--- src/rtl/gsma_pkg.sv ---
package gsma_pkg;

  localparam int unsigned MAX_LANES = 4;
  localparam int unsigned FEAT_W    = 16;
  localparam int unsigned SUM_W     = 32;
  localparam int unsigned DEG_W     = 16;
  localparam int unsigned NODE_W    = 8;
  localparam int unsigned CFG_W     = 9;

  localparam logic REQ_ACC  = 1'b0;
  localparam logic REQ_READ = 1'b1;

  localparam logic ST_OK    = 1'b0;
  localparam logic ST_RANGE = 1'b1;

  typedef enum logic [2:0] {
    S_CLEAR,
    S_IDLE,
    S_FETCH,
    S_UPDATE,
    S_DIV,
    S_OUT
  } state_t;

  // controller -> datapath
  typedef struct packed {
    logic clr_step;
    logic load_req;
    logic wr_acc;
    logic div_start;
    logic div_step;
    logic rd_clear;
    logic out_load;
    logic out_reject;
  } cmd_t;

  // datapath -> controller
  typedef struct packed {
    logic clr_done;
    logic req_ok;
    logic req_read;
    logic div_done;
    logic out_busy;
  } stat_t;

endpackage

--- src/rtl/gsma_ctrl.sv ---
module gsma_ctrl
  import gsma_pkg::*;
(
  input  logic  clk,
  input  logic  rst_n,
  input  logic  in_valid,
  output logic  in_ready,
  input  stat_t stat,
  output cmd_t  cmd
);

  state_t state_r, state_nxt;

  always_ff @(posedge clk) begin
    if (!rst_n) begin
      state_r <= S_CLEAR;
    end else begin
      state_r <= state_nxt;
    end
  end

  always_comb begin
    state_nxt = state_r;
    cmd       = '0;
    in_ready  = 1'b0;
    case (state_r)
      S_CLEAR: begin
        cmd.clr_step = 1'b1;
        if (stat.clr_done) begin
          state_nxt = S_IDLE;
        end
      end
      S_IDLE: begin
        in_ready = 1'b1;
        if (in_valid) begin
          cmd.load_req = 1'b1;
          state_nxt    = S_FETCH;
        end
      end
      S_FETCH: begin
        // memory read data lands at end of this cycle
        if (!stat.req_ok && !stat.req_read) begin
          state_nxt = S_IDLE;
        end else if (!stat.req_ok) begin
          state_nxt = S_OUT;
        end else if (stat.req_read) begin
          state_nxt = S_DIV;
        end else begin
          state_nxt = S_UPDATE;
        end
      end
      S_UPDATE: begin
        cmd.wr_acc = 1'b1;
        state_nxt  = S_IDLE;
      end
      S_DIV: begin
        cmd.div_step = 1'b1;
        if (stat.div_done) begin
          state_nxt = S_OUT;
        end
      end
      S_OUT: begin
        if (!stat.out_busy) begin
          cmd.out_load   = 1'b1;
          cmd.out_reject = !stat.req_ok;
          cmd.rd_clear   = stat.req_ok;
          state_nxt      = S_IDLE;
        end
      end
      default: state_nxt = S_IDLE;
    endcase
    cmd.div_start = (state_r == S_FETCH);
  end

endmodule

--- config.mk ---
export PLATFORM = sky130hd
export DESIGN_NAME = gsma_ctrl
export DESIGN_NICKNAME = d
export VERILOG_FILES = /design/src/rtl/gsma_pkg.sv /design/src/rtl/gsma_ctrl.sv
export SDC_FILE = /design/constraint.sdc
export NUM_CORES = 1
export LEC_CHECK = 0
export CAP_MARGIN = 15
export CORE_AREA = 2 2 39 41
export DETAILED_ROUTE_END_ITERATION = 10
export DIE_AREA = 0 0 41 43
export DONT_BUFFER_PORTS = 1
export GPL_TIMING_DRIVEN = 0
export PLACE_DENSITY = 0.34
export SLEW_MARGIN = 20
export SYNTH_ARGS = -nofsm -noshare
export SYNTH_HDL_FRONTEND = slang
export SYNTH_SLANG_ARGS = --single-unit
export TNS_END_PERCENT = 50
--- constraint.sdc ---
create_clock -name clk -period 3.3 [get_ports clk]
set_input_delay 0.165 -clock clk [delete_from_list [all_inputs] [get_ports clk]]
set_output_delay 0.165 -clock clk [all_outputs]
set_load 0.005 [all_outputs]
==> impl_metrics.json <==
{
  "setup_tns_ns": 0,
  "setup_viol": 0,
  "hp-start": "rst_n",
  "io_pins": 17,
  "rsz0062_at_grt": "no",
  "post-place-ws_ns": 2.00,
  "holdPathEnd": "state_r[0]",
  "netlist_area_um2": 253,
  "synth-seq-cells": 3,
  "cts_setup_buffers": 0,
  "fp.dieW_um": 41,
  "layout_common_cells": "nor2b_1 (3), nor3_1 (3), clkbuf_4 (3), dfxtp_1 (3)",
  "dieArea_mm2": 0.00176,
  "worstRegToRegCells": 4,
  "drc": 0,
  "largest_register_ffs": 3,
  "finalHoldViolCount": 0,
  "antenna_found_initial": 0,
  "regMostFlops": "state_r",
  "synthCells": 31,
  "synth_top_area_share_pct": 23.8,
  "drive_gt1_share_pct": 20.0,
  "ys.flop_type": "dfxtp_1",
  "worst_pin_slew_ns": 0.382,
  "grt_util_all_layers_pct": 8.82,
  "cp_max_fo": 10,
  "largest_registers": "state_r (3)",
  "antenna_cells": 0,
  "synth_area_leaders": "dfxtp_1 (24%), nor2b_1 (7.4%), nor3_1 (5.9%), nor3b_1 (5.9%), nand2b_4 (5.4%)",
  "syn_to_final_growth_pct": 18.3,
  "numPortBuffers": 0,
  "drtPass1Iterations": 4,
  "cts_resized": 0,
  "path_class": "reg -> out",
  "gp_congestion": 0.706,
  "dp_hpwl_um": 527,
  "yosysTopAreaCell": "dfxtp_1",
  "status": "complete, no violations",
  "die_h_um": 43,
  "cts_max_path_buffers": 2,
  "reg2reg_from": "state_r[0]",
  "wl_um": 675,
  "clk_pin_slew_ns": 0.04,
  "cp_slowest_cell": "nor3b_1",
  "numCtsBuffers": 3,
  "via_count": 244,
  "antenna_left": 0,
  "viasPerCell": 4.78,
  "maxCapViolCount": 0,
  "layout_setup_ws_ns": 1.76,
  "cts_htree_levels": 1,
  "min_path_type": "in -> reg",
  "critPathLaunch": "state_r[2]",
  "end_kind": "primary output",
  "core_mm2": 0.00138,
  "max_freq_ghz": 0.650,
  "max_slew_margin_pct": 74.5,
  "crit_required_ns": 3.13,
  "rows": 14,
  "maxSlewViolCount": 0,
  "min_path_cells": 2,
  "synth_area_per_cell_um2": 8.15,
  "async_flop_share_pct": 0,
  "cts.hold.buffers_added": 0,
  "crit_chain": "buf_2, nor3b_1, nor2b_1",
  "synth.net_count": 39,
  "critPathMaxStageDelay_ns": 0.37,
  "post-route-period-util_pct": 46.6,
  "cts_tree": "built",
  "reg2reg_slack_ns": 2.11,
  "grt_overflow": 0,
  "nets": 44,
  "clk_latency_ns": 0.23,
  "ys_types": 22,
  "grt_pass1_vias": 214,
  "grt_pass1_wl_um": 972,
  "start_util_pct": 18.3,
  "root_buffer": "clkbuf_4",
  "p_per_area_mw_per_mm2": 439,
  "fin_util_pct": 21.6,
  "drtIter0Drc": 9,
  "worst-endpoint-arrival_ns": 1.37,
  "grt_max_degree": 11,
  "synth_edf_count": 0,
  "r2r_end": "state_r[0]",
  "ys_warn_count": 0,
  "ys_seq_area_share_pct": 23.8,
  "cts_sinks": 3,
  "min_period_ns": 1.54,
  "ir_drop_v": 0.000255,
  "wl_per_cell_um": 13.2,
  "fin_skew_ns": 0.00160,
  "cp-start-kind": "register",
  "p_leak_nw": 0.110
}
-- synthesized netlist by cell type (2+ instances only) --
library cell and number:
and2_1 2, dfxtp_1 3, nor2b_1 3, a21oi_1 2, nor3_1 3, nor3b_1 2
-- critical path: cells and delay by family, from the launching register on --
family,cells,cell delay (ns)
buf+inv,1,0.21
flops,1,0.33
simple gates,2,0.60
-- routing by layer --
layer | track usage, % | routed length [um] | up-vias
li1 | - | - | 120
met1 | 10.5 | 294 | 109
met2 | 10.3 | 275 | 15
met3 | 8.38 | 105 | 0
met4 | 4.00 | 0 | 0
met5 | 0 | 0 | -
-- report_power, final --
| part | internal [mW] | total [mW] | leakage (nW) | switching, mW |
|---|---|---|---|---|
| clock network | 0.0453 | 0.0649 | 0.0150 | 0.0195 |
| logic | 0.0119 | 0.0241 | 0.0704 | 0.0122 |
| registers | 0.0390 | 0.0424 | 0.0246 | 0.00337 |
-- cell type report --
| class | count | area (um^2) |
|---|---|---|
| fillers | 162 | 1080 |
| multi-input cells | 25 | 173 |
| flip-flops and latches | 3 | 60.1 |
| clock buffers | 4 | 26.3 |
| well taps | 16 | 20.0 |
| plain buffers | 2 | 16.3 |
| inverters | 1 | 3.75 |
-- worst max path at each step --
| stage | endpoint | depth (start not counted) |
|---|---|---|
| floorplan | cmd[0] | 3 |
| global placement | cmd[0] | 3 |
| detailed placement | cmd[0] | 3 |
| CTS | cmd[0] | 3 |
| global route | cmd[0] | 3 |
| finish | cmd[0] | 3 |
-- kinds of logic (layout without fill, tap and decap cells) --
kind of cell           Yosys count  count (layout)  share of synthesized area [%]
flip-flops                       3               3                           23.8
AND/OR/NAND/NOR                 20              20                           54.9
AO/OA/AOI/OAI                    5               5                           13.4
buffers and inverters            3               7                           7.92
-- metrics by stage --
step                      hold WS (ns)  cell area (um^2)  total power [mW]  cells
after floorplan                  0.290               253            0.0627     31
after global placement           0.296               273            0.0669     47
after detailed placement         0.300               273            0.0672     47
after CTS                       0.0489               299             0.135     51
after global routing            0.0575               299             0.142     51
final                           0.0617               299             0.131     51
Note: power is estimated with default switching activity, not from simulation.
